File: config.mk
export PLATFORM = sky130hd
export DESIGN_NAME = route_sheet_stream_decoder_top_flat
export DESIGN_NICKNAME = d
export VERILOG_FILES = /design/src/rtl/rsd_pkg.sv /design/src/rtl/rsd_if.sv /design/src/rtl/route_sheet_stream_decoder_top.sv /design/src/flat_wrapper.sv
export SDC_FILE = /design/constraint.sdc
export NUM_CORES = 1
export LEC_CHECK = 0
export BUFFER_PORTS_ARGS = -buffer_cell sky130_fd_sc_hd__buf_4
export CAP_MARGIN = 20
export CORE_UTILIZATION = 30
export DETAILED_ROUTE_END_ITERATION = 8
export PLACE_DENSITY_LB_ADDON = 0.15
export SLEW_MARGIN = 40
export SYNTH_ARGS = -nofsm -noshare
export SYNTH_HDL_FRONTEND = slang
export SYNTH_SLANG_ARGS = --single-unit
File: constraint.sdc
create_clock -name clk_i -period 10.1 [get_ports clk_i]
set_input_delay 1.515 -clock clk_i [delete_from_list [all_inputs] [get_ports clk_i]]
set_output_delay 1.515 -clock clk_i [all_outputs]
set_load 0.02 [all_outputs]
File: src/rtl/rsd_pkg.sv
// Route-sheet stream decoder: shared types, codes and the CRC-16 byte update.
// No dependencies; used by the top level, the interfaces' users and the checker.
`default_nettype none

package rsd_pkg;

  // Longest label prefix that is forwarded per segment
  localparam int unsigned MAX_LABEL = 32;
  localparam int unsigned LBL_W     = $clog2(MAX_LABEL + 1);

  // Result queue
  localparam int unsigned OQ_DEPTH = 4;
  localparam int unsigned OQ_PW    = $clog2(OQ_DEPTH);
  localparam int unsigned OQ_CW    = $clog2(OQ_DEPTH + 1);

  localparam logic [15:0] CRC_POLY = 16'h1021;
  localparam logic [15:0] CRC_INIT = 16'hFFFF;

  // Configuration register indexes
  localparam logic [0:0] REG_VERSION = 1'b0;
  localparam logic [0:0] REG_LIMIT   = 1'b1;

  localparam logic [7:0] VERSION_RST = 8'd1;
  localparam logic [7:0] LIMIT_RST   = 8'd32;

  // Result kinds
  localparam logic [1:0] KIND_SEG    = 2'd0;
  localparam logic [1:0] KIND_LABEL  = 2'd1;
  localparam logic [1:0] KIND_STATUS = 2'd2;

  // Status codes; short, then crc, then the recorded error, then truncated
  localparam logic [2:0] ST_OK        = 3'd0;
  localparam logic [2:0] ST_SHORT     = 3'd1;
  localparam logic [2:0] ST_CRC       = 3'd2;
  localparam logic [2:0] ST_VERSION   = 3'd3;
  localparam logic [2:0] ST_TOO_MANY  = 3'd4;
  localparam logic [2:0] ST_TRUNCATED = 3'd5;
  localparam logic [2:0] ST_TRAILING  = 3'd6;

  typedef enum logic [10:0] {
    PH_VERSION = 11'b000_0000_0001,
    PH_COUNT   = 11'b000_0000_0010,
    PH_HDR0    = 11'b000_0000_0100,
    PH_HDR1    = 11'b000_0000_1000,
    PH_HDR2    = 11'b000_0001_0000,
    PH_HDR3    = 11'b000_0010_0000,
    PH_HDR4    = 11'b000_0100_0000,
    PH_HDR5    = 11'b000_1000_0000,
    PH_LABEL   = 11'b001_0000_0000,
    PH_DONE    = 11'b010_0000_0000,
    PH_HALT    = 11'b100_0000_0000
  } rsd_phase_e;

  typedef struct packed {
    logic [1:0]  kind;
    logic [7:0]  seg_index;
    logic [15:0] dist_milli;
    logic [15:0] speed_deci;
    logic        speed_given;
    logic        dist_restart;
    logic        is_free;
    logic [3:0]  chk_class;
    logic [7:0]  label_char;
    logic [2:0]  status_code;
    logic        end_mark;
  } rsd_item_t;

  // CRC-16, MSB first, one byte
  function automatic logic [15:0] crc16_byte(input logic [15:0] crc, input logic [7:0] b);
    logic [15:0] c;
    c = crc ^ {b, 8'h00};
    for (int i = 0; i < 8; i++) begin
      if (c[15]) begin
        c = {c[14:0], 1'b0} ^ CRC_POLY;
      end else begin
        c = {c[14:0], 1'b0};
      end
    end
    return c;
  endfunction

endpackage

`default_nettype wire

File: src/rtl/rsd_if.sv
// Valid/ready channel interfaces of the route-sheet stream decoder.
// rsd_byte_if carries message bytes in, rsd_item_if carries result items out.
`default_nettype none

interface rsd_byte_if ();
  logic       valid;
  logic       ready;
  logic [7:0] data_byte;
  logic       last_byte;

  modport source (output valid, data_byte, last_byte, input ready);
  modport sink   (input valid, data_byte, last_byte, output ready);
endinterface

interface rsd_item_if ();
  logic        valid;
  logic        ready;
  logic [1:0]  kind;
  logic [7:0]  seg_index;
  logic [15:0] dist_milli;
  logic [15:0] speed_deci;
  logic        speed_given;
  logic        dist_restart;
  logic        is_free;
  logic [3:0]  chk_class;
  logic [7:0]  label_char;
  logic [2:0]  status_code;
  logic        end_mark;

  modport source (output valid, kind, seg_index, dist_milli, speed_deci, speed_given,
                  dist_restart, is_free, chk_class, label_char, status_code, end_mark,
                  input ready);
  modport sink   (input valid, kind, seg_index, dist_milli, speed_deci, speed_given,
                  dist_restart, is_free, chk_class, label_char, status_code, end_mark,
                  output ready);
endinterface

`default_nettype wire

File: src/rtl/route_sheet_stream_decoder_top.sv
// Route-sheet stream decoder top level: CRC, field parser and result queue.
// Depends on rsd_pkg and the channel interfaces in rsd_if.sv.
//
//   channel   dir  handshake        payload
//   in_if     in   valid/ready      data_byte, last_byte
//   out_if    out  valid/ready      kind .. end_mark (one result item)
//   cfg       in   cfg_we_i         cfg_idx_i, cfg_data_i (write only)
//
// One byte per cycle: CRC update and parse of the byte leaving the two-byte
// hold-back happen in the accepting cycle; items land in a 4-entry queue and
// can be taken the next cycle. A last byte may push two items; in_if.ready
// drops while the queue holds more than two, so output stalls back up input.
// Reset returns registers to their defaults and clears all message state.
`default_nettype none

module route_sheet_stream_decoder_top
  import rsd_pkg::*;
(
  input  wire         clk_i,
  input  wire         rst_ni,
  rsd_byte_if.sink    in_if,
  rsd_item_if.source  out_if,
  input  wire         cfg_we_i,
  input  wire  [0:0]  cfg_idx_i,
  input  wire  [7:0]  cfg_data_i
);

  logic [7:0]       ver_q, limit_q;
  logic [7:0]       held_q [2];
  logic [7:0]       held_d [2];
  logic [2:0]       seen_q, seen_d;
  logic [15:0]      crc_q, crc_d;
  rsd_phase_e       phase_q, phase_d;
  logic [15:0]      dist_q, dist_d;
  logic [15:0]      speed_q, speed_d;
  logic [7:0]       flags_q, flags_d;
  logic [7:0]       total_q, total_d;
  logic [7:0]       done_q, done_d;
  logic [7:0]       left_q, left_d;
  logic [LBL_W-1:0] kept_q, kept_d;
  logic [2:0]       err_q, err_d;

  rsd_item_t        oq_q [OQ_DEPTH];
  logic [OQ_PW-1:0] wr_q, rd_q;
  logic [OQ_CW-1:0] cnt_q;

  logic       acc, pop, seg_end, a_vld;
  logic [7:0] p, done_inc;
  logic [2:0] st;
  rsd_item_t  item_a, item_b, head;

  assign acc = in_if.valid & in_if.ready;
  assign pop = out_if.valid & out_if.ready;
  assign p   = held_q[0];
  assign done_inc = done_q + 8'd1;

  // Configuration
  always_ff @(posedge clk_i or negedge rst_ni) begin
    if (!rst_ni) begin
      ver_q   <= VERSION_RST;
      limit_q <= LIMIT_RST;
    end else if (cfg_we_i) begin
      case (cfg_idx_i)
        REG_VERSION: ver_q   <= cfg_data_i;
        REG_LIMIT:   limit_q <= cfg_data_i;
        default: ;
      endcase
    end
  end

  always_comb begin
    held_d  = held_q;
    seen_d  = seen_q;
    crc_d   = crc_q;
    phase_d = phase_q;
    dist_d  = dist_q;
    speed_d = speed_q;
    flags_d = flags_q;
    total_d = total_q;
    done_d  = done_q;
    left_d  = left_q;
    kept_d  = kept_q;
    err_d   = err_q;
    item_a  = '0;
    item_b  = '0;
    a_vld   = 1'b0;
    seg_end = 1'b0;
    st      = ST_OK;
    if (acc) begin
      if (seen_q >= 3'd2) begin
        crc_d = crc16_byte(crc_q, p);
        case (phase_q)
          PH_VERSION: begin
            if (p != ver_q) begin
              err_d   = ST_VERSION;
              phase_d = PH_HALT;
            end else begin
              phase_d = PH_COUNT;
            end
          end
          PH_COUNT: begin
            total_d = p;
            done_d  = '0;
            if (p > limit_q) begin
              err_d   = ST_TOO_MANY;
              phase_d = PH_HALT;
            end else begin
              phase_d = (p == 8'd0) ? PH_DONE : PH_HDR0;
            end
          end
          PH_HDR0: begin dist_d[7:0]   = p; phase_d = PH_HDR1; end
          PH_HDR1: begin dist_d[15:8]  = p; phase_d = PH_HDR2; end
          PH_HDR2: begin speed_d[7:0]  = p; phase_d = PH_HDR3; end
          PH_HDR3: begin speed_d[15:8] = p; phase_d = PH_HDR4; end
          PH_HDR4: begin flags_d       = p; phase_d = PH_HDR5; end
          PH_HDR5: begin
            a_vld               = 1'b1;
            item_a.kind         = KIND_SEG;
            item_a.seg_index    = done_q;
            item_a.dist_milli   = dist_q;
            item_a.speed_deci   = flags_q[2] ? speed_q : 16'd0;
            item_a.speed_given  = flags_q[2];
            item_a.dist_restart = flags_q[0];
            item_a.is_free      = flags_q[1];
            item_a.chk_class    = flags_q[7:4];
            left_d = p;
            kept_d = '0;
            if (p == 8'd0) begin
              seg_end = 1'b1;
            end else begin
              phase_d = PH_LABEL;
            end
          end
          PH_LABEL: begin
            if (kept_q < LBL_W'(MAX_LABEL)) begin
              a_vld             = 1'b1;
              item_a.kind       = KIND_LABEL;
              item_a.seg_index  = done_q;
              item_a.label_char = p;
              kept_d            = kept_q + 1'b1;
            end
            left_d = left_q - 8'd1;
            if (left_q == 8'd1) begin
              seg_end = 1'b1;
            end
          end
          PH_DONE: begin
            err_d   = ST_TRAILING;
            phase_d = PH_HALT;
          end
          default: ;
        endcase
        if (seg_end) begin
          done_d  = done_inc;
          phase_d = (done_inc == total_q) ? PH_DONE : PH_HDR0;
        end
        held_d[0] = held_q[1];
        held_d[1] = in_if.data_byte;
      end else begin
        held_d[seen_q[0]] = in_if.data_byte;
      end
      if (seen_q < 3'd4) begin
        seen_d = seen_q + 3'd1;
      end

      if (in_if.last_byte) begin
        if (seen_d < 3'd4) begin
          st = ST_SHORT;
        end else if (crc_d != {held_d[1], held_d[0]}) begin
          st = ST_CRC;
        end else if (err_d != ST_OK) begin
          st = err_d;
        end else if (phase_d != PH_DONE) begin
          st = ST_TRUNCATED;
        end else begin
          st = ST_OK;
        end
        item_b.kind        = KIND_STATUS;
        item_b.seg_index   = total_d;
        item_b.status_code = st;
        item_b.end_mark    = 1'b1;
        // message state back to its reset values
        held_d[0] = '0;
        held_d[1] = '0;
        seen_d  = '0;
        crc_d   = CRC_INIT;
        phase_d = PH_VERSION;
        dist_d  = '0;
        speed_d = '0;
        flags_d = '0;
        total_d = '0;
        done_d  = '0;
        left_d  = '0;
        kept_d  = '0;
        err_d   = ST_OK;
      end
    end
  end

  always_ff @(posedge clk_i or negedge rst_ni) begin
    if (!rst_ni) begin
      held_q[0] <= '0;
      held_q[1] <= '0;
      seen_q  <= '0;
      crc_q   <= CRC_INIT;
      phase_q <= PH_VERSION;
      dist_q  <= '0;
      speed_q <= '0;
      flags_q <= '0;
      total_q <= '0;
      done_q  <= '0;
      left_q  <= '0;
      kept_q  <= '0;
      err_q   <= ST_OK;
    end else begin
      held_q  <= held_d;
      seen_q  <= seen_d;
      crc_q   <= crc_d;
      phase_q <= phase_d;
      dist_q  <= dist_d;
      speed_q <= speed_d;
      flags_q <= flags_d;
      total_q <= total_d;
      done_q  <= done_d;
      left_q  <= left_d;
      kept_q  <= kept_d;
      err_q   <= err_d;
    end
  end

  // Result queue: up to two writes per transaction, one read
  logic             push_a, push_b;
  logic [OQ_PW-1:0] wr_b;

  assign push_a = acc & a_vld;
  assign push_b = acc & in_if.last_byte;
  assign wr_b   = wr_q + OQ_PW'(push_a);

  always_ff @(posedge clk_i) begin
    if (push_a) begin
      oq_q[wr_q] <= item_a;
    end
    if (push_b) begin
      oq_q[wr_b] <= item_b;
    end
  end

  always_ff @(posedge clk_i or negedge rst_ni) begin
    if (!rst_ni) begin
      wr_q  <= '0;
      rd_q  <= '0;
      cnt_q <= '0;
    end else begin
      wr_q  <= wr_q + OQ_PW'(push_a) + OQ_PW'(push_b);
      rd_q  <= rd_q + OQ_PW'(pop);
      cnt_q <= cnt_q + OQ_CW'(push_a) + OQ_CW'(push_b) - OQ_CW'(pop);
    end
  end

  assign in_if.ready = (cnt_q <= OQ_CW'(OQ_DEPTH - 2));

  assign head                = oq_q[rd_q];
  assign out_if.valid        = (cnt_q != '0);
  assign out_if.kind         = head.kind;
  assign out_if.seg_index    = head.seg_index;
  assign out_if.dist_milli   = head.dist_milli;
  assign out_if.speed_deci   = head.speed_deci;
  assign out_if.speed_given  = head.speed_given;
  assign out_if.dist_restart = head.dist_restart;
  assign out_if.is_free      = head.is_free;
  assign out_if.chk_class    = head.chk_class;
  assign out_if.label_char   = head.label_char;
  assign out_if.status_code  = head.status_code;
  assign out_if.end_mark     = head.end_mark;

endmodule

`default_nettype wire

File: src/flat_wrapper.sv
// flat-port wrapper written by rule: the top's interface ports become plain ports
module route_sheet_stream_decoder_top_flat import rsd_pkg::*;
  (clk_i, rst_ni, cfg_we_i, cfg_idx_i, cfg_data_i, in_if_valid, in_if_data_byte, in_if_last_byte, in_if_ready, out_if_valid, out_if_kind, out_if_seg_index, out_if_dist_milli, out_if_speed_deci, out_if_speed_given, out_if_dist_restart, out_if_is_free, out_if_chk_class, out_if_label_char, out_if_status_code, out_if_end_mark, out_if_ready);
  rsd_byte_if in_if_i ();
  rsd_item_if out_if_i ();
  input  wire clk_i;
  input  wire rst_ni;
  input  wire cfg_we_i;
  input  wire  [0:0] cfg_idx_i;
  input  wire  [7:0] cfg_data_i;
  input wire logic [$bits(in_if_i.valid)-1:0] in_if_valid;
  input wire logic [$bits(in_if_i.data_byte)-1:0] in_if_data_byte;
  input wire logic [$bits(in_if_i.last_byte)-1:0] in_if_last_byte;
  output wire logic [$bits(in_if_i.ready)-1:0] in_if_ready;
  output wire logic [$bits(out_if_i.valid)-1:0] out_if_valid;
  output wire logic [$bits(out_if_i.kind)-1:0] out_if_kind;
  output wire logic [$bits(out_if_i.seg_index)-1:0] out_if_seg_index;
  output wire logic [$bits(out_if_i.dist_milli)-1:0] out_if_dist_milli;
  output wire logic [$bits(out_if_i.speed_deci)-1:0] out_if_speed_deci;
  output wire logic [$bits(out_if_i.speed_given)-1:0] out_if_speed_given;
  output wire logic [$bits(out_if_i.dist_restart)-1:0] out_if_dist_restart;
  output wire logic [$bits(out_if_i.is_free)-1:0] out_if_is_free;
  output wire logic [$bits(out_if_i.chk_class)-1:0] out_if_chk_class;
  output wire logic [$bits(out_if_i.label_char)-1:0] out_if_label_char;
  output wire logic [$bits(out_if_i.status_code)-1:0] out_if_status_code;
  output wire logic [$bits(out_if_i.end_mark)-1:0] out_if_end_mark;
  input wire logic [$bits(out_if_i.ready)-1:0] out_if_ready;
  assign in_if_i.valid = in_if_valid;
  assign in_if_i.data_byte = in_if_data_byte;
  assign in_if_i.last_byte = in_if_last_byte;
  assign in_if_ready = in_if_i.ready;
  assign out_if_valid = out_if_i.valid;
  assign out_if_kind = out_if_i.kind;
  assign out_if_seg_index = out_if_i.seg_index;
  assign out_if_dist_milli = out_if_i.dist_milli;
  assign out_if_speed_deci = out_if_i.speed_deci;
  assign out_if_speed_given = out_if_i.speed_given;
  assign out_if_dist_restart = out_if_i.dist_restart;
  assign out_if_is_free = out_if_i.is_free;
  assign out_if_chk_class = out_if_i.chk_class;
  assign out_if_label_char = out_if_i.label_char;
  assign out_if_status_code = out_if_i.status_code;
  assign out_if_end_mark = out_if_i.end_mark;
  assign out_if_i.ready = out_if_ready;
  route_sheet_stream_decoder_top u_core (.clk_i(clk_i), .rst_ni(rst_ni), .in_if(in_if_i), .out_if(out_if_i), .cfg_we_i(cfg_we_i), .cfg_idx_i(cfg_idx_i), .cfg_data_i(cfg_data_i));
endmodule
==> results of run 1 <==
==> layout make-up <==
class | count | area [sq um]
clock buffers | 74 | 1380
clock inverters | 9 | 98.8
fillers | 6413 | 41000
inverters | 26 | 97.6
multi-input cells | 1448 | 9380
flip-flops and latches | 381 | 8850
well taps | 846 | 1060
repair buffers | 123 | 1010
==> how the worst min path moves through the flow <==
stage / slack (ns) / from / end / cells past startpoint
after floorplan: 0.43 / u_core.oq_q[1][18]$_SDFFE_PP0P_ / u_core.oq_q[1][18]$_SDFFE_PP0P_ / 2
after global placement: 0.44 / u_core.oq_q[1][6]$_SDFFE_PP0P_ / u_core.oq_q[1][6]$_SDFFE_PP0P_ / 2
after detailed placement: 0.44 / u_core.oq_q[1][6]$_SDFFE_PP0P_ / u_core.oq_q[1][6]$_SDFFE_PP0P_ / 2
after CTS: 0.45 / u_core.oq_q[3][59]$_SDFFE_PP0P_ / u_core.oq_q[3][59]$_SDFFE_PP0P_ / 2
after global routing: 0.46 / u_core.oq_q[2][11]$_SDFFE_PP0P_ / u_core.oq_q[2][11]$_SDFFE_PP0P_ / 2
final: 0.45 / u_core.oq_q[1][5]$_SDFFE_PP0P_ / u_core.oq_q[1][5]$_SDFFE_PP0P_ / 2
==> metrics by stage <==
stage | cell area [sq um] | setup slack (ns) | std cells | util [%]
after global routing | 21900 | 4.23 | 2907 | 34.8
after global placement | 20300 | 4.08 | 2818 | 32.2
after detailed placement | 20300 | 3.99 | 2821 | 32.3
after floorplan | 19100 | 6.12 | 2040 | -
final | 21900 | 4.58 | 2907 | 34.8
after CTS | 21800 | 4.60 | 2904 | 34.7
==> where the power goes <==
part / leakage, nW / switching (mW) / total (mW) / internal (mW)
clock network: 0.724 / 0.665 / 1.62 / 0.957
registers: 3.77 / 0.255 / 1.96 / 1.71
logic: 3.57 / 1.05 / 1.80 / 0.757
==> critical path: stages <==
cell and delay, ns:
buf_4 0.09, o21a_1 0.12, buf_4 0.40, nand2_1 0.40, nor3_4 0.24, buf_4 0.38, or2_1 0.28, ha_1 0.23
xnor2_1 0.13, nand2_1 0.54, clkinv_1 0.67, buf_4 0.52, nand4b_1 0.19, o21ai_1 0.07
==> per-layer routing <==
metal	up-vias	track usage, %
li1	7278	-
met1	7693	25.4
met2	396	32.2
met3	74	3.10
met4	0	4.65
met5	-	0
==> registers in the layout, summed over array words and instances, names as in the netlist <==
| signal | cells |
|---|---|
| u_core.oq_q | 240 |
| u_core.crc_q | 16 |
| u_core.dist_q | 16 |
| u_core.speed_q | 16 |
| u_core.phase_q | 11 |
| u_core.done_q | 8 |
| u_core.held_q | 8 |
| u_core.left_q | 8 |
| u_core.limit_q | 8 |
| u_core.p | 8 |
| u_core.total_q | 8 |
| u_core.ver_q | 8 |
| u_core.flags_q | 7 |
| u_core.kept_q | 6 |
| u_core.cnt_q | 3 |
| u_core.err_q | 3 |
| u_core.seen_q | 3 |
| u_core.rd_q | 2 |
| u_core.wr_q | 2 |
==> synth_stat cells, types with 19 or more instances <==
library cell / n / area share [%]
edfxtp_1: 48 / 7.6
o21ai_0: 149 / 3.9
nand3_1: 260 / 6.8
nor2_1: 64 / 1.3
a21oi_1: 243 / 6.4
dfstp_2: 19 / 2.6
dfxtp_1: 192 / 20
mux4_2: 60 / 7.1
buf_1: 24 / 0.47
inv_1: 21 / 0.41
nand2_1: 307 / 6.0
xor2_1: 31 / 1.4
clkbuf_1: 118 / 2.3
dfrtp_1: 122 / 16
buf_2: 30 / 0.79
mux2i_1: 41 / 2.2
xnor2_1: 32 / 1.5
==> cells by family after synthesis <==
| kind of cell | after synthesis | share of synthesized area [%] |
|---|---|---|
| compound gates | 490 | 14.4 |
| mux | 117 | 10.2 |
| simple gates | 747 | 18.8 |
| flops | 381 | 46.4 |
| buf+inv | 211 | 4.66 |
| fa+ha+maj | 20 | 1.39 |
| xor+xnor | 74 | 4.15 |
==> results by group, run 1 <==
Outcome
  • Status: completed

Critical path
  • Worst setup SP type: primary input
  • CP Data Required Time: around 10 ns
  • End of the critical path: u_core.oq_q[0][1]$_DFFE_PP_
  • Worst Path Arrival: ~5.8 ns
  • FF-to-FF End: u_core.oq_q[0][1]$_DFFE_PP_
  • R2R depth: 14
  • R2R Setup Slk: between 4 and 5 ns
  • CP max FO: 39
  • Critical path capture point type: flop
  • Critical path class: in -> reg
  • CP Launch Point: in_if_valid
  • FF-to-FF Start: u_core.cnt_q[0]$_DFF_PN0_

Clock tree
  • Setup bufs post-CTS: 0
  • Clk slew on worst S/H paths: ~0.06 ns
  • Clock Tree Buf Depth: 3
  • TritonCTS clock tree: done
  • Post-CTS resize count: 0
  • Total CTS buffers: 45
  • Root buffer cell: clkbuf_16
  • Number of clock sinks: 381
  • CTS HTree Levels: 2
  • Hold_buf cts: 0
  • Worst-Skew Late Latency: between 0.5 and 0.6 ns

Global routing
  • Initial antenna violation count: 0
  • First-pass GRT wire length: roughly 95000 microns
  • Largest net degree at the start of global routing: between 80 and 90
  • Grt total ovfl: 0
  • Number of global-route vias before repair: approximately 15000
  • Overall Global Routing Usage: about a fifth

Floorplan
  • Die area: around 0.065 sq mm
  • Initial Util: between 30% and 40%
  • Chip height: between 200 and 300 microns
  • FP Rows: 92
  • I/O pins: 86
  • Core ar.: ~0.063 sq mm
  • DIE WIDTH: 254 microns

Timing
  • Final Critical Period: around 5.5 ns
  • Setup violations, final: 0
  • RSZ-0062 raised after global routing: false
  • Setup Skew: about 0.024 ns
  • Hold Vio Cnt, Final: 0
  • F_max: ~180 MHz
  • Hold_ws: approximately 0.45 ns
  • Rel. slew slack: a little under half
  • Worst Max-Slew Pin Slew: 0.813 ns
  • Fin. max-slew vios: 0
  • Post-route setup TNS: 0 ns
  • Final period util: around 55%

Pwr
  • Worst vdd ir: ~130 uV
  • P_leak: ~8 nW
  • Tot Pwr: approximately 5.4 mW
  • P per Cell Area: roughly 250 mW/mm^2

Synth
  • Synth Instances: 2040
  • Mean Syn Cell Area: ~9.3 sq um
  • Post-synth EDFFs: 48
  • Unique masters post-synth: 84
  • Ys Warns: 0
  • Syn Nets: roughly 2100
  • Yosys reg bits: 381
  • Synth Cell Area: between 0.015 and 0.02 sq mm
  • Share of the yosys chip area belonging to registers: between 40 and 50%
  • Asr flop ratio synth: about 37%
  • Post-synth top flop: dfxtp_1

Drt
  • Met1 WL: 27300 microns
  • Met2 WL: ~30000 microns
  • Post-Route WL: approximately 61000 microns
  • DRT Pass-1 Iters: 8
  • Wirelength per Cell: about 21 microns
  • DRT iter0 DRCs: about 1000
  • DR vias: 15400
  • Max layer used: met4
  • Vias per cell: 5.31
  • Met3 WL post-DR: ~3000 microns
  • DRC viols: 0
  • Antenna-violating nets left: 0

Layout
  • Area Overhead vs Synth: 14.8%
  • Diodes inserted: 0
  • Post-layout net count: between 2000 and 2500
  • Layout cell share with drive strength beyond 1: approximately 16%
  • Most common cell after layout, fill and taps aside: nand2_1
  • Commonest non-fill, non-tap cells in the layout: nand2_1 (306), nand3_1 (259), a21oi_1 (243)

Placed design
  • GP Congestion: approximately 0.85
  • IO buf count: between 80 and 90
  • DP HPWL: 36300 microns

Worst hold path
  • Hold crit path type: reg -> reg

Flow run
  • Max-cap violations: 0
Power figures use the tool's default switching activity.
==> run 2, diff against run 1 <==
Clock period 10.1 ns to 5.6 ns, I/O delays scaled along.
==> results by group, run 2 (synthesized netlist as in run 1, its figures left out) <==
Pwr
  • P per Cell Area: 443 mW/mm^2 (was 246 mW/mm^2)
  • Worst vdd ir: 231 uV (was 132 uV)
  • Tot Pwr: 9.66 mW (was 5.38 mW)
  • P_leak: 8.04 nW (was 8.07 nW)

Timing
  • Final Critical Period: ~4.1 ns
  • F_max: roughly 240 MHz
  • Hold Vio Cnt, Final: 0 (unchanged)
  • Rel. slew slack: 42.4% (was 45.8%)
  • RSZ-0062 raised after global routing: false (unchanged)
  • Final period util: between 70% and 80%
  • Setup Skew: 0.0295 ns (was 0.0239 ns)
  • Post-route setup TNS: 0 ns (unchanged)
  • Setup ws final: 1.50 ns (was 4.58 ns)
  • Setup violations, final: 0 (unchanged)
  • Fin. max-slew vios: 0 (unchanged)
  • Worst Max-Slew Pin Slew: 0.864 ns (was 0.813 ns)
  • Hold_ws: 0.179 ns (was 0.448 ns)

Layout
  • Post-layout net count: 2071 (was 2068)
  • Most common cell after layout, fill and taps aside: nand2_1 (unchanged)
  • Top reg by flops: u_core.oq_q (unchanged)
  • Diodes inserted: 0 (unchanged)
  • Area Overhead vs Synth: 14.5% (was 14.8%)
  • Commonest non-fill, non-tap cells in the layout: nand2_1 (306), nand3_1 (259), a21oi_1 (243) (unchanged)
  • Max reg flops: 240 (unchanged)
  • Layout cell share with drive strength beyond 1: 16.1% (was 15.8%)

Placed design
  • DP HPWL: 37400 microns (was 36300 microns)
  • Place WS: 1.08 ns (was 3.99 ns)
  • GP Congestion: 0.870 (was 0.853)
  • IO buf count: 85 (unchanged)

Drt
  • DRT Pass-1 Iters: 7 (was 8)
  • Post-Route WL: 61200 microns (was 61300 microns)
  • Wirelength per Cell: 21.0 microns (was 21.1 microns)
  • DRT iter0 DRCs: 1104 (was 1020)
  • DR vias: 15500 (was 15400)
  • DRC viols: 0 (unchanged)
  • Antenna-violating nets left: 0 (unchanged)
  • Vias per cell: 5.32 (was 5.31)

Clock tree
  • Clock Tree Buf Depth: 3 (unchanged)
  • Root buffer cell: clkbuf_16 (unchanged)
  • Number of clock sinks: 381 (unchanged)
  • TritonCTS clock tree: done (unchanged)
  • Total CTS buffers: 44 (was 45)
  • Hold_buf cts: 0 (unchanged)
  • Worst-Skew Late Latency: 0.60 ns (was 0.59 ns)
  • CTS HTree Levels: 2 (unchanged)
  • Clk slew on worst S/H paths: 0.06 ns (about the same)
  • Post-CTS resize count: 0 (unchanged)
  • Setup bufs post-CTS: 0 (unchanged)

Outcome
  • Status: completed (unchanged)

Critical path
  • Critical path class: reg -> reg (was in -> reg)
  • Critical path capture point type: flop (unchanged)
  • FF-to-FF Start: u_core.seen_q[2]$_DFFE_PN0P_ (was u_core.cnt_q[0]$_DFF_PN0_)
  • CP max FO: 45 (was 39)
  • CP Launch Point: u_core.seen_q[2]$_DFFE_PN0P_ (was in_if_valid)
  • Worst Path Arrival: 4.41 ns (was 5.82 ns)
  • CP Data Required Time: 5.91 ns (was 10.40 ns)
  • Worst setup SP type: flop (was primary input)

Floorplan
  • Chip height: 254 microns (unchanged)
  • FP Rows: 92 (unchanged)
  • Initial Util: 30.3% (unchanged)
  • Core ar.: 0.0629 sq mm (unchanged)
  • DIE WIDTH: 254 microns (unchanged)
  • Die area: 0.0645 sq mm (unchanged)
  • I/O pins: 86 (unchanged)

Global routing
  • Overall Global Routing Usage: 19.0% (was 19.1%)
  • Largest net degree at the start of global routing: 66 (was 89)
  • Number of global-route vias before repair: 15400 (about the same)
  • Initial antenna violation count: 0 (unchanged)
  • First-pass GRT wire length: 94400 microns (was 95000 microns)
  • Grt total ovfl: 0 (unchanged)

Worst hold path
  • Hold crit path type: in -> async (was reg -> reg)

Flow run
  • Max-cap violations: 0 (unchanged)
-- run 2: layout make-up --
type / instances / area, sq um
Clock buffer: 67 / 1290
Tap cell: 846 / 1060
Multi-Input combinational cell: 1448 / 9380
Clock inverter: 14 / 156
Inverter: 26 / 97.6
Fill cell: 6406 / 41000
Sequential cell: 381 / 8850
Timing Repair Buffer: 127 / 993
-- run 2: worst max-delay path, cell delays in order, from the launching register on --
cell	delay, ns
dfrtp_1	0.52
or2_4	0.53
nand2_1	0.42
nor3_4	0.27
or2_1	0.23
ha_1	0.23
xnor2_1	0.13
nand3_1	0.13
buf_4	0.24
clkinv_1	0.67
nand4b_1	0.36
o21ai_1	0.08
-- run 2: per-stage QoR --
stage,util (%),instances,cell area (sq um)
floorplan,-,2040,19100
global placement,32.4,2827,20300
detailed placement,32.4,2828,20400
CTS,34.7,2909,21800
global route,34.7,2909,21800
finish,34.7,2909,21800
-- run 2: per-layer routing --
layer | GRT usage (%) | wire length (microns) | vias to the layer above
li1 | - | - | 7271
met1 | 25.5 | 27500 | 7749
met2 | 31.6 | 29400 | 377
met3 | 2.66 | 2900 | 85
met4 | 5.77 | 1380 | 0
met5 | 0 | 0 | -
-- run 2: worst paths after layout --
| kind | endpoint | slack, ns | depth (start not counted) |
|---|---|---|---|
| worst max-delay path | u_core.oq_q[1][1]$_DFFE_PP_ | 1.50 | 11 |
| worst min-delay path | u_core.speed_q[4]$_DFFE_PN0P_ | 0.18 | 1 |
| worst max register to register | u_core.oq_q[1][1]$_DFFE_PP_ | 1.50 | 11 |
| worst min register to register | u_core.oq_q[1][25]$_SDFFE_PP0P_ | 0.45 | 2 |
| max in group asynchronous | u_core.p[3]$_DFFE_PN0P_ | 4.44 | 2 |
| min in group clk_i | u_core.oq_q[1][25]$_SDFFE_PP0P_ | 0.45 | 2 |
-- run 2: power breakdown --
part           leakage, nW  total [mW]  internal [mW]  switching [mW]
clock network        0.707        2.88           1.65            1.23
logic                 3.56        3.20           1.37            1.83
registers             3.77        3.59           3.07           0.514
